==> src/rtl/mepr_pkg.sv <==
package mepr_pkg;

   localparam int RADIUS_BITS = 10;
   localparam int COORD_BITS  = 12;
   localparam int OUT_BITS    = COORD_BITS + 1;
   localparam int POS_X_BITS  = RADIUS_BITS + 1;
   localparam int SQ_BITS     = 2 * RADIUS_BITS;
   localparam int MUL_BITS    = 2 * RADIUS_BITS + 3;
   localparam int PROD_BITS   = 2 * MUL_BITS;
   localparam int DEC_BITS    = 4 * RADIUS_BITS + 8;
   localparam int STEP_BITS   = 3 * RADIUS_BITS + 3;

   localparam int RX_LSB = 0;
   localparam int RY_LSB = RADIUS_BITS;
   localparam int CX_LSB = 2 * RADIUS_BITS;
   localparam int CY_LSB = 2 * RADIUS_BITS + COORD_BITS;
   localparam int REQ_DATA_BITS = ((2 * RADIUS_BITS + 2 * COORD_BITS + 7) / 8) * 8;
   localparam int RSP_DATA_BITS = ((2 * OUT_BITS + 7) / 8) * 8;

   localparam logic OP_START = 1'b0;
   localparam logic OP_STEP  = 1'b1;

   localparam logic [1:0] PH_IDLE = 2'd0;
   localparam logic [1:0] PH_REG1 = 2'd1;
   localparam logic [1:0] PH_REG2 = 2'd2;
   localparam logic [1:0] PH_DONE = 2'd3;

   typedef struct packed {
      logic        [POS_X_BITS-1:0]  x;
      logic        [RADIUS_BITS-1:0] y;
      logic signed [COORD_BITS-1:0]  cx;
      logic signed [COORD_BITS-1:0]  cy;
   } point_set_type;

endpackage

==> src/rtl/midpoint_ellipse_rasterizer_unit.sv <==
// Midpoint ellipse rasterizer. A start word (tuser 0) takes the radii and the centre, a step
// word (tuser 1) advances the outline by one iteration; each emitting word yields four mirrored
// points, the fourth with tlast, and tuser marks the points where y reached zero. A step on an
// idle or finished shape gives no point. The decision math runs on one shared 23 x 23 bit
// multiplier and a 48 bit decision register under a small sequencer. After an accepted word
// tready stays low while the sequencer works: through setup on a start, through the compare and
// the decision updates on a region one or region two step, and on the step that crosses into
// region two also through the exact recompute of the decision before the region two step; it
// then waits until a separate output stage is free, which sends one point per cycle while
// rsp_tready is high, so the next word is taken while the previous four points drain.
module midpoint_ellipse_rasterizer_unit import mepr_pkg::*; (
   input  logic                     clock,
   input  logic                     reset,
   input  logic                     req_tvalid,
   output logic                     req_tready,
   input  logic [REQ_DATA_BITS-1:0] req_tdata,  // radius_x, radius_y, center_x, center_y
   input  logic                     req_tuser,  // opcode
   output logic                     rsp_tvalid,
   input  logic                     rsp_tready,
   output logic [RSP_DATA_BITS-1:0] rsp_tdata,  // pixel_x, pixel_y
   output logic                     rsp_tlast,  // last_of_item
   output logic                     rsp_tuser   // shape_done
);

   localparam logic [2:0] S_IDLE  = 3'd0;
   localparam logic [2:0] S_SETUP = 3'd1;
   localparam logic [2:0] S_R1    = 3'd2;
   localparam logic [2:0] S_CHG   = 3'd3;
   localparam logic [2:0] S_R2    = 3'd4;
   localparam logic [2:0] S_EMIT  = 3'd5;

   logic [2:0]                    state_ff, state_in;
   logic [2:0]                    cnt_ff, cnt_in;
   logic [1:0]                    phase_ff, phase_in;
   logic                          flag_ff, flag_in;
   logic [POS_X_BITS-1:0]         x_ff, x_in;
   logic [RADIUS_BITS-1:0]        y_ff, y_in;
   logic signed [DEC_BITS-1:0]    d_ff, d_in;
   logic signed [STEP_BITS-1:0]   dx_ff, dx_in, dy_ff, dy_in;
   logic [SQ_BITS-1:0]            a2_ff, a2_in, b2_ff, b2_in;
   logic signed [COORD_BITS-1:0]  cx_ff, cx_in, cy_ff, cy_in;

   logic [RADIUS_BITS-1:0]        rad_a, rad_b;
   logic [MUL_BITS-1:0]           op_a, op_b, tx, ty;
   logic [PROD_BITS-1:0]          p;
   logic signed [DEC_BITS-1:0]    p_dec, a2_dec, a2q_dec, b2_dec, dx_dec, dy_dec, d_bias;
   logic signed [STEP_BITS-1:0]   two_a2, two_b2, two_p;
   logic                          accept, emit_busy, emit_load;
   point_set_type                 emit_pts;

   assign rad_a  = req_tdata[RX_LSB +: RADIUS_BITS];
   assign rad_b  = req_tdata[RY_LSB +: RADIUS_BITS];
   assign accept = req_tvalid && req_tready;

   assign p_dec   = signed'(DEC_BITS'(p));
   assign a2_dec  = signed'(DEC_BITS'(a2_ff));
   assign a2q_dec = signed'(DEC_BITS'(a2_ff >> 2));
   assign b2_dec  = signed'(DEC_BITS'(b2_ff));
   assign dx_dec  = DEC_BITS'(dx_ff);
   assign dy_dec  = DEC_BITS'(dy_ff);
   assign two_a2  = signed'(STEP_BITS'({a2_ff, 1'b0}));
   assign two_b2  = signed'(STEP_BITS'({b2_ff, 1'b0}));
   assign two_p   = signed'(STEP_BITS'({p, 1'b0}));
   assign tx      = MUL_BITS'({x_ff, 1'b1});
   assign ty      = (y_ff == '0) ? MUL_BITS'(1) : MUL_BITS'(y_ff - 1'b1);
   // bias negative values so the shift truncates toward zero
   assign d_bias  = d_ff + signed'(DEC_BITS'({d_ff[DEC_BITS-1], d_ff[DEC_BITS-1]}));

   // operand select for the shared multiplier, the product is registered and back in the next cycle
   always_comb begin
      op_a = '0;
      op_b = '0;
      case (state_ff)
         S_IDLE: begin
            op_a = MUL_BITS'(rad_a);
            op_b = MUL_BITS'(rad_a);
         end
         S_SETUP: begin
            op_a = MUL_BITS'(y_ff);
            op_b = (cnt_ff == 3'd0) ? MUL_BITS'(y_ff) : MUL_BITS'(a2_ff);
         end
         S_CHG: begin
            case (cnt_ff)
               3'd0: begin
                  op_a = tx;
                  op_b = tx;
               end
               3'd1: begin
                  op_a = MUL_BITS'(p);
                  op_b = MUL_BITS'(b2_ff);
               end
               3'd2: begin
                  op_a = ty;
                  op_b = ty;
               end
               3'd3: begin
                  op_a = MUL_BITS'(p);
                  op_b = MUL_BITS'(a2_ff);
               end
               3'd4: begin
                  op_a = MUL_BITS'(a2_ff);
                  op_b = MUL_BITS'(b2_ff);
               end
               default: begin
                  op_a = '0;
                  op_b = '0;
               end
            endcase
         end
         default: begin
            op_a = '0;
            op_b = '0;
         end
      endcase
   end

   always_comb begin
      state_in = state_ff;
      cnt_in   = cnt_ff;
      phase_in = phase_ff;
      flag_in  = flag_ff;
      x_in     = x_ff;
      y_in     = y_ff;
      d_in     = d_ff;
      dx_in    = dx_ff;
      dy_in    = dy_ff;
      a2_in    = a2_ff;
      b2_in    = b2_ff;
      cx_in    = cx_ff;
      cy_in    = cy_ff;
      emit_load = 1'b0;
      case (state_ff)
         S_IDLE: begin
            if (accept) begin
               cnt_in = 3'd0;
               if (req_tuser == OP_START) begin
                  cx_in    = req_tdata[CX_LSB +: COORD_BITS];
                  cy_in    = req_tdata[CY_LSB +: COORD_BITS];
                  x_in     = '0;
                  y_in     = rad_b;
                  dx_in    = '0;
                  state_in = S_SETUP;
               end else if (phase_ff == PH_REG1) begin
                  state_in = S_R1;
               end else if (phase_ff == PH_REG2) begin
                  state_in = S_R2;
               end
            end
         end
         S_SETUP: begin
            cnt_in = cnt_ff + 3'd1;
            case (cnt_ff)
               3'd0: a2_in = SQ_BITS'(p);
               3'd1: b2_in = SQ_BITS'(p);
               default: begin
                  d_in     = b2_dec - p_dec + a2q_dec;
                  dy_in    = two_p;
                  phase_in = PH_REG1;
                  state_in = S_EMIT;
               end
            endcase
         end
         S_R1: begin
            cnt_in = cnt_ff + 3'd1;
            case (cnt_ff)
               3'd0: begin
                  if (dx_ff < dy_ff) begin
                     x_in    = x_ff + 1'b1;
                     dx_in   = dx_ff + two_b2;
                     flag_in = !d_ff[DEC_BITS-1];
                     if (!d_ff[DEC_BITS-1]) begin
                        y_in  = y_ff - 1'b1;
                        dy_in = dy_ff - two_a2;
                     end
                  end else begin
                     state_in = S_CHG;
                     cnt_in   = 3'd0;
                  end
               end
               3'd1: d_in = d_ff + b2_dec;
               3'd2: begin
                  d_in = d_ff + dx_dec;
                  if (!flag_ff) begin
                     state_in = S_EMIT;
                  end
               end
               default: begin
                  d_in     = d_ff - dy_dec;
                  state_in = S_EMIT;
               end
            endcase
         end
         S_CHG: begin
            cnt_in = cnt_ff + 3'd1;
            case (cnt_ff)
               3'd2: d_in = p_dec;
               3'd4: d_in = d_ff + (p_dec <<< 2);
               3'd5: d_in = d_ff - (p_dec <<< 2);
               3'd6: begin
                  d_in     = d_bias >>> 2;
                  phase_in = PH_REG2;
                  state_in = S_R2;
                  cnt_in   = 3'd0;
               end
               default: d_in = d_ff;
            endcase
         end
         S_R2: begin
            cnt_in = cnt_ff + 3'd1;
            case (cnt_ff)
               3'd0: begin
                  if (y_ff == '0) begin
                     phase_in = PH_DONE;
                     state_in = S_IDLE;
                  end else begin
                     y_in    = y_ff - 1'b1;
                     dy_in   = dy_ff - two_a2;
                     flag_in = d_ff[DEC_BITS-1] || (d_ff == '0);
                     if (d_ff[DEC_BITS-1] || (d_ff == '0)) begin
                        x_in  = x_ff + 1'b1;
                        dx_in = dx_ff + two_b2;
                     end
                  end
               end
               3'd1: d_in = d_ff + a2_dec;
               3'd2: d_in = d_ff - dy_dec;
               default: begin
                  if (flag_ff) begin
                     d_in = d_ff + dx_dec;
                  end
                  state_in = S_EMIT;
               end
            endcase
         end
         S_EMIT: begin
            if (!emit_busy) begin
               emit_load = 1'b1;
               state_in  = S_IDLE;
               if (y_ff == '0) begin
                  phase_in = PH_DONE;
               end
            end
         end
         default: state_in = S_IDLE;
      endcase
   end

   always_ff @(posedge clock) begin
      if (reset) begin
         state_ff <= S_IDLE;
         cnt_ff   <= 3'd0;
         phase_ff <= PH_IDLE;
      end else begin
         state_ff <= state_in;
         cnt_ff   <= cnt_in;
         phase_ff <= phase_in;
      end
      flag_ff <= flag_in;
      x_ff    <= x_in;
      y_ff    <= y_in;
      d_ff    <= d_in;
      dx_ff   <= dx_in;
      dy_ff   <= dy_in;
      a2_ff   <= a2_in;
      b2_ff   <= b2_in;
      cx_ff   <= cx_in;
      cy_ff   <= cy_in;
   end

   assign req_tready = (state_ff == S_IDLE);

   assign emit_pts.x  = x_ff;
   assign emit_pts.y  = y_ff;
   assign emit_pts.cx = cx_ff;
   assign emit_pts.cy = cy_ff;

   mepr_mul u_mul (
      .clock   (clock),
      .op_a    (op_a),
      .op_b    (op_b),
      .product (p)
   );

   mepr_emit u_emit (
      .clock      (clock),
      .reset      (reset),
      .load_valid (emit_load),
      .load_pts   (emit_pts),
      .busy       (emit_busy),
      .rsp_tvalid (rsp_tvalid),
      .rsp_tready (rsp_tready),
      .rsp_tdata  (rsp_tdata),
      .rsp_tlast  (rsp_tlast),
      .rsp_tuser  (rsp_tuser)
   );

endmodule

==> src/rtl/mepr_mul.sv <==
module mepr_mul import mepr_pkg::*; (
   input  logic                 clock,
   input  logic [MUL_BITS-1:0]  op_a,
   input  logic [MUL_BITS-1:0]  op_b,
   output logic [PROD_BITS-1:0] product
);

   logic [PROD_BITS-1:0] product_ff;
   logic [PROD_BITS-1:0] product_in;

   assign product_in = PROD_BITS'(op_a) * PROD_BITS'(op_b);

   always_ff @(posedge clock) begin
      product_ff <= product_in;
   end

   assign product = product_ff;

endmodule

==> src/rtl/mepr_emit.sv <==
module mepr_emit import mepr_pkg::*; (
   input  logic                     clock,
   input  logic                     reset,
   input  logic                     load_valid,
   input  point_set_type            load_pts,
   output logic                     busy,
   output logic                     rsp_tvalid,
   input  logic                     rsp_tready,
   output logic [RSP_DATA_BITS-1:0] rsp_tdata,
   output logic                     rsp_tlast,
   output logic                     rsp_tuser
);

   logic          busy_ff, busy_in;
   logic [1:0]    k_ff, k_in;
   point_set_type pts_ff, pts_in;
   logic [OUT_BITS-1:0] cx_ext, cy_ext, x_ext, y_ext, px, py;

   always_comb begin
      busy_in = busy_ff;
      k_in    = k_ff;
      pts_in  = pts_ff;
      if (load_valid) begin
         busy_in = 1'b1;
         k_in    = 2'd0;
         pts_in  = load_pts;
      end else if (busy_ff && rsp_tready) begin
         k_in = k_ff + 2'd1;
         if (k_ff == 2'd3) begin
            busy_in = 1'b0;
         end
      end
   end

   always_ff @(posedge clock) begin
      if (reset) begin
         busy_ff <= 1'b0;
         k_ff    <= 2'd0;
      end else begin
         busy_ff <= busy_in;
         k_ff    <= k_in;
      end
      pts_ff <= pts_in;
   end

   // mirror order: (+x,+y) (-x,+y) (+x,-y) (-x,-y)
   assign cx_ext = OUT_BITS'(pts_ff.cx);
   assign cy_ext = OUT_BITS'(pts_ff.cy);
   assign x_ext  = OUT_BITS'(pts_ff.x);
   assign y_ext  = OUT_BITS'(pts_ff.y);
   assign px     = k_ff[0] ? cx_ext - x_ext : cx_ext + x_ext;
   assign py     = k_ff[1] ? cy_ext - y_ext : cy_ext + y_ext;

   assign busy       = busy_ff;
   assign rsp_tvalid = busy_ff;
   assign rsp_tdata  = RSP_DATA_BITS'({py, px});
   assign rsp_tlast  = (k_ff == 2'd3);
   assign rsp_tuser  = (pts_ff.y == '0);

endmodule

==> config.mk <==
export PLATFORM = sky130hd
export DESIGN_NAME = midpoint_ellipse_rasterizer_unit
export DESIGN_NICKNAME = d
export VERILOG_FILES = /design/src/rtl/mepr_pkg.sv /design/src/rtl/midpoint_ellipse_rasterizer_unit.sv /design/src/rtl/mepr_mul.sv /design/src/rtl/mepr_emit.sv
export SDC_FILE = /design/constraint.sdc
export NUM_CORES = 2
export LEC_CHECK = 0
export ABC_AREA = 1
export BUFFER_PORTS_ARGS = -buffer_cell sky130_fd_sc_hd__buf_2
export CAP_MARGIN = 20
export CORE_UTILIZATION = 25
export CTS_BUF_LIST = sky130_fd_sc_hd__clkbuf_2 sky130_fd_sc_hd__clkbuf_4 sky130_fd_sc_hd__clkbuf_8
export DETAILED_ROUTE_END_ITERATION = 8
export GPL_ROUTABILITY_DRIVEN = 0
export MAX_ROUTING_LAYER = met4
export SYNTH_ARGS = -nofsm -noshare
export SYNTH_HDL_FRONTEND = slang
export SYNTH_SLANG_ARGS = --single-unit
==> constraint.sdc <==
create_clock -name clock -period 8.4 [get_ports clock]
set_input_delay 0.42 -clock clock [delete_from_list [all_inputs] [get_ports clock]]
set_output_delay 0.42 -clock clock [all_outputs]
set_load 0.02 [all_outputs]
After elaboration in Yosys (flattened, before gate mapping):

Index checks and enable logic that the tools add are counted.

* bits in registers: 302
* input bits: 53
* output and inout port bits: 36
* word-level logic and storage cells: 192

* $add $sub $neg: 20
* multipliers: 1
* $lt $le $gt $ge: 1
* equal/unequal tests: 35
* multiplexer cells: 79
* bitwise gates (word level): 1
* reductions and logical operators: 35

Operator list (count)
* 33-bit 2-to-1 mux: 13
* 48-bit case mux with 4 select lines: 2
* 48-bit case mux with 3 select lines: 2
* 33-bit case mux with 3 select lines: 2
* 23-bit case mux with 4 select lines: 2
* 23-bit case mux with 3 select lines: 2
* 48-bit by 21-bit adder with 48-bit output: 2
* 48-bit 2-to-1 mux: 2
* 11-bit 2-to-1 mux: 7
* 10-bit 2-to-1 mux: 7
* 47-bit by 19-bit adder with 48-bit output: 1
* 48-bit by 3-bit adder with 48-bit output: 1
* 48-bit by 33-bit adder with 48-bit output: 1
* 48-bit adder: 1
* 48-bit zero test: 1
* 48-bit by 33-bit subtractor with 48-bit output: 1
* 48-bit subtractor: 1
* 20-bit by 46-bit subtractor with 47-bit output: 1
* 23-bit by 23-bit multiplier with 46-bit output: 1
* 3-bit 2-to-1 mux: 14
* 33-bit by 22-bit adder with 33-bit output: 1
* 33-bit < comparator: 1
* 11-bit case mux with 3 select lines: 1
* 33-bit by 22-bit subtractor with 33-bit output: 1
* 49 further kinds: 104

Longest topological paths before layout:

* depth after elaboration: 6
* mapped depth: 41
* depth with buffers taken out: 40

Cells and area by module:

From an unflattened synthesis, not the netlist that was laid out.

* cell total of the unflattened synthesis: 9010
* area total of the unflattened synthesis: 58324.7 um^2

Modules (own cells, without submodules)
* midpoint_ellipse_rasterizer_unit: instances 1, cells an instance 5912, area each 35041.1 um^2, seq. area each 6105.9 um^2
* mepr_mul: instances 1, cells an instance 2683, area each 19861.5 um^2, seq. area each 920.9 um^2
* mepr_emit: instances 1, cells an instance 415, area each 3422.0 um^2, seq. area each 1411.4 um^2

Worst setup path before layout:

OpenSTA, ideal clock, no wires.

* path kind: register -> register
* from: register cnt_ff[1]
* to: register u_mul.product_ff[33], in the netlist u_mul.product[33]
* setup time: 72 ps
* arrival time: 7746 ps
* required time: 8328 ps
* path slack: 582 ps
* cell stages (with the launch flop): 37
* path buffers: 2
* cells stage by stage: dfxtp_1 > inv_1 > ha_1 > nand2_1 > buf_2 > nor2_2 > inv_1 > o21ai_0 > a21oi_1 > a21boi_0 > inv_1 > buf_2 > nand2_1 > fa_1 > inv_1 > fa_1 > inv_1 > fa_1 > fa_1 > inv_1 > fa_1 > fa_1 > inv_1 > fa_1 > inv_1 > ha_1 > nand2_1 > nor2_1 > inv_1 > o21ai_0 > nand2_1 > o211ai_1 > a21oi_1 > o21ai_0 > nand2_1 > nand2_1 > xor2_1

* word-level cells in the longest chain between the ends: 5
* elaborated cells between the ends (all ways): 13

RTL lines
* start: declaration: RTL line midpoint_ellipse_rasterizer_unit.sv:33 `logic [2:0] cnt_ff, cnt_in;`
* start signal: assignment: RTL line midpoint_ellipse_rasterizer_unit.sv:255 `cnt_ff <= cnt_in;`
* 3-bit by 1-bit == test with 1-bit output (tied with other cells): RTL line midpoint_ellipse_rasterizer_unit.sv:83 `case (cnt_ff)`
* 2-bit OR reduction (no source line)
* 23-bit case mux with 4 select lines: RTL line midpoint_ellipse_rasterizer_unit.sv:83
* 23-bit case mux with 3 select lines: RTL line midpoint_ellipse_rasterizer_unit.sv:73 `case (state_ff)`
* 23-bit by 23-bit multiplier with 46-bit output (*): RTL line mepr_mul.sv:11 `assign product_in = PROD_BITS'(op_a) * PROD_BITS'(op_b);`
* named net u_mul.product_in[33]: RTL line mepr_mul.sv:9 `logic [PROD_BITS-1:0] product_in;`
* end signal: assignment: RTL line mepr_mul.sv:14 `product_ff <= product_in;`
* end: declaration: RTL line mepr_mul.sv:8 `logic [PROD_BITS-1:0] product_ff;`

The timed path passes the listed nets; every way through them passes the cells marked *.
A chain may end at the register's enable or synchronous reset.

Final worst setup path:

* from: register cnt_ff[2]
* to: register u_mul.product_ff[36], in the netlist u_mul.product[36]

The elaborated chain is that of the path after synthesis.

==> metrics.md <==
| Metric | Value |
|---|---|
| Outcome | finished, final reports clean |
| Min Tclk post-route | just over 8 ns |
| Avg Cell Area, Syn | between 6 and 7 µm² |
| Comb power frac | 0.796 |
| Post-synth top area share | 0.161 |
| Yosys reg bits | 300 |
| Crit Path Max Fanout | 24 |
| I/O pin count | ~90 |
| Sw frac | 0.613 |
| Min-Delay Path Class | input port to flip-flop |
| Clock Skew | about 0.086 ns |
| Clock group share of total power | 0.065 |
| Initial antenna violation count | 4 |
| Max_cap viols | 0 |
| Drt pass-1 iters | 9 |
| Port Buf Inserts | a little under 80 |
| CP Class | flip-flop to flip-flop |
| Final Util | 0.287 |
| Critical Path AT | roughly 8.7 ns |
| Synth unique cells | 65 |
| Slew Viols, Final | 0 |
| Power Density | 443 nW/µm² |
| Worst slack, placed | about 0.12 ns |
| Design internal power | ~11 mW |
| Primary FF master, synth | edfxtp_1 |
| Num rows | around 170 |
| Top delay family on crit path | adder cells |
| Cell taking the most area after synthesis | fa_1 |
| Main area contributors after synthesis | fa_1 (16%), nand2_1 (13%), edfxtp_1 (13%) |
| Met1 Wirelength | 93,600 µm |
| DR vias/cell | about 5 |
| Core area | 220,000 µm² |
| Die Y | between 400 and 500 µm |
| CTS Buf Count | 61 |
| Max layer used | met4 |
| Met3 Routed Length | around 24,000 µm |
| Final WS setup | 0.313 ns |
| Sink Count | 300 |
| Clock tree from TritonCTS | yes |
| Critical Path Slowest Stage Cell | fa_1 |
| Initial DRC Count | 7,121 |
| Layout cell share with drive strength beyond 1 | 0.0775 |
| Fin nets | roughly 9,600 |
| Endpoint class of the critical path | flip-flop |
| Fill cells | 24,395 |
| H-tree depth | 2 |
| Slew headroom | 0.165 |
| Clock transition at path regs | about 0.080 ns |
| Drt drc | 0 |
| Post-DP HPWL | approximately 190,000 µm |
| F_max | approximately 120 MHz |
| Initial core utilization | 0.252 |
| Period utilization | 0.963 |
| Max clock buf depth | 3 |
| WL met2 | between 90,000 and 100,000 µm |
| Total die area | approximately 220,000 µm² |
| Psw | 17.2 mW |
| GR Overflow Total | 0 |
| WL per Instance | ~19 µm |
| Tightest Pin Transition | around 1.2 ns |
| Final setup fails | 0 |
| WP buf/inv | 11 |
| GRT Total Usage | 0.201 |
| Width of the die | between 400 and 500 µm |
| Final ANT Viol Nets | 0 |
| Largest net degree at the start of global routing | between 60 and 70 |
| Vias | roughly 58,000 |
| Peak VDD IR | roughly 0.00028 V |
| Sequential area share after synthesis | 0.152 |
| WL final | 225,000 µm |
| CP max stage delay | 0.58 ns |
| Flop pwr share | 0.140 |
| Post-synth ARST share | 0 |
| Fin. Hold Viols | 0 |
| Vias in the first global route | ~56,000 |
| Post-Syn Instances | roughly 8,300 |
| Mapped Area | approximately 55,000 µm² |
| First-pass GRT wire length | 334,000 µm |
| Area Growth Syn to Fin | 14.0% |
| P_leak | approximately 30 nW |
| Clock Latency Late Sink | about 0.82 ns |
| Worst path required time | 9.03 ns |
| Number of synthesized flops with an enable pin | approximately 240 |
| Clk root buf | clkbuf_8 |
| Crit start category | flip-flop |
| Ys Warns | 0 |
==> logic make-up (layout without fill, tap and decap cells) <==
family                   count (synthesis)  count (layout)  synth area share
AO/OA/AOI/OAI                         1436            1436             0.144
XOR/XNOR                               220             220            0.0347
adder cells (fa/ha/maj)                945             945             0.274
buffers and inverters                 1631            1968             0.113
flip-flops                             300             300             0.152
other                                    2              78          0.000135
AND/OR/NAND/NOR                       3718            3718             0.283
==> final timing paths <==
check             startpoint  cells past startpoint           endpoint  slack [ns]
setup / recovery   cnt_ff[2]                     30  u_mul.product[36]        0.31
hold / removal     req_tuser                      7        state_ff[2]        0.31
setup reg to reg   cnt_ff[2]                     30  u_mul.product[36]        0.31
hold reg to reg     cy_ff[9]                      0   u_emit.cy_ext[9]        0.41
==> final cells by class <==
cell class	instances	area, µm²	share of cell area
Antenna cell	2	5.00	0.0000791
Timing Repair Buffer	381	2910	0.0461
Clock inverter	27	287	0.00453
Timing Repair inverter	1	5.00	0.0000791
Clock buffer	87	1100	0.0174
Multi-Input combinational cell	6395	41300	0.652
Tap cell	2958	3700	0.0585
Inverter	1472	5540	0.0876
Sequential cell	300	8440	0.133
==> layout by cell type, fill, tap and decap left out, types with 13 or more instances in the layout <==
cell type	Yosys	final
a21boi_0	25	21
a21o_1	28	28
a21oi_1	607	603
a22oi_1	21	19
a31oi_1	55	52
and3_1	15	13
buf_2	56	78
buf_4	7	250
clkbuf_4	0	16
clkbuf_8	0	72
conb_1	2	76
dfxtp_1	57	56
dlygate4sd3_1	0	36
edfxtp_1	243	243
fa_1	446	446
ha_1	499	497
inv_1	1429	1425
inv_2	34	36
nand2_1	1963	1962
nand2_2	24	25
nand3_1	526	526
nand3b_1	28	28
nand4_1	93	93
nor2_1	814	802
nor2_2	30	37
nor2_4	9	14
nor3_1	111	108
nor3_2	11	13
nor4_1	31	30
o211ai_1	29	29
o21a_1	33	33
o21ai_0	485	479
o21ai_1	20	25
o21bai_1	39	39
o221ai_1	13	13
o22ai_1	33	32
or2_2	42	42
xnor2_1	66	66
xor2_1	154	154
==> stage by stage <==
stage          total power [mW]  instances  setup TNS (ns)  cell area [µm²]  hold WS [ns]
2_1_floorplan              17.9       8326               0            55700         0.400
3_3_place_gp               25.1      11451               0            61200         0.401
3_5_place_dp               25.2      11451               0            61200         0.405
4_1_cts                    27.2      11601               0            63000         0.299
5_1_grt                    30.2      11622        -0.00260            63300         0.327
6_report                   28.0      11623               0            63300         0.308
==> tightest hold or removal path, cell delays in order <==
cell and delay (ns):
buf_2 0.11, inv_1 0.16, o31ai_1 0.10, nor2_1 0.08, nand3_1 0.08, nand2_1 0.06
nor2_1 0.03
==> repair_timing <==
| item | CTS | global route |
|---|---|---|
| hold buffers | 36 | 0 |
| setup endpoints to repair | 0 | 30 |
| gates resized for setup | 0 | 41 |
| buffers inserted | 0 | 16 |
| endpoints found under the hold margin | 39 | 0 |
==> power groups by stage <==
stage	combinational, mW	sequential [mW]	clock [mW]
2_1_floorplan	14.8	3.16	0
3_3_place_gp	21.3	3.81	0
3_5_place_dp	21.4	3.81	0
4_1_cts	21.5	3.79	1.84
5_1_grt	24.4	3.91	1.89
6_report	22.3	3.91	1.82
==> synth_stat cells (42+ instances only) <==
cell type and n:
nand2_1 1963, a31oi_1 55, nor2_1 814, ha_1 499, edfxtp_1 243, o21ai_0 485, dfxtp_1 57, nand3_1 526
or2_2 42, clkbuf_1 89, fa_1 446, a21oi_1 607, inv_1 1429, nand4_1 93, nor3_1 111, xnor2_1 66
buf_2 56, xor2_1 154
==> flip-flops by register name, summed over array words and instances (netlist names) <==
register / cells
a2_ff: 20
b2_ff: 20
cnt_ff: 3
cx_ff: 12
cy_ff: 12
d_ff: 48
dx_ff: 32
dy_ff: 32
flag_ff: 1
phase_ff: 2
state_ff: 3
u_emit.busy: 1
u_emit.cx_ext: 12
u_emit.cy_ext: 12
u_emit.k_ff: 2
u_emit.pts_ff: 21
u_mul.product: 46
x_ff: 11
y_ff: 10
==> routing by layer <==
| layer | global-route usage | vias to the layer above |
|---|---|---|
| met5 | - | - |
| met4 | 0.0844 | 0 |
| met3 | 0.0334 | 593 |
| li1 | - | 27445 |
| met1 | 0.266 | 27501 |
| met2 | 0.303 | 2936 |
Power figures use the tool's default switching activity.
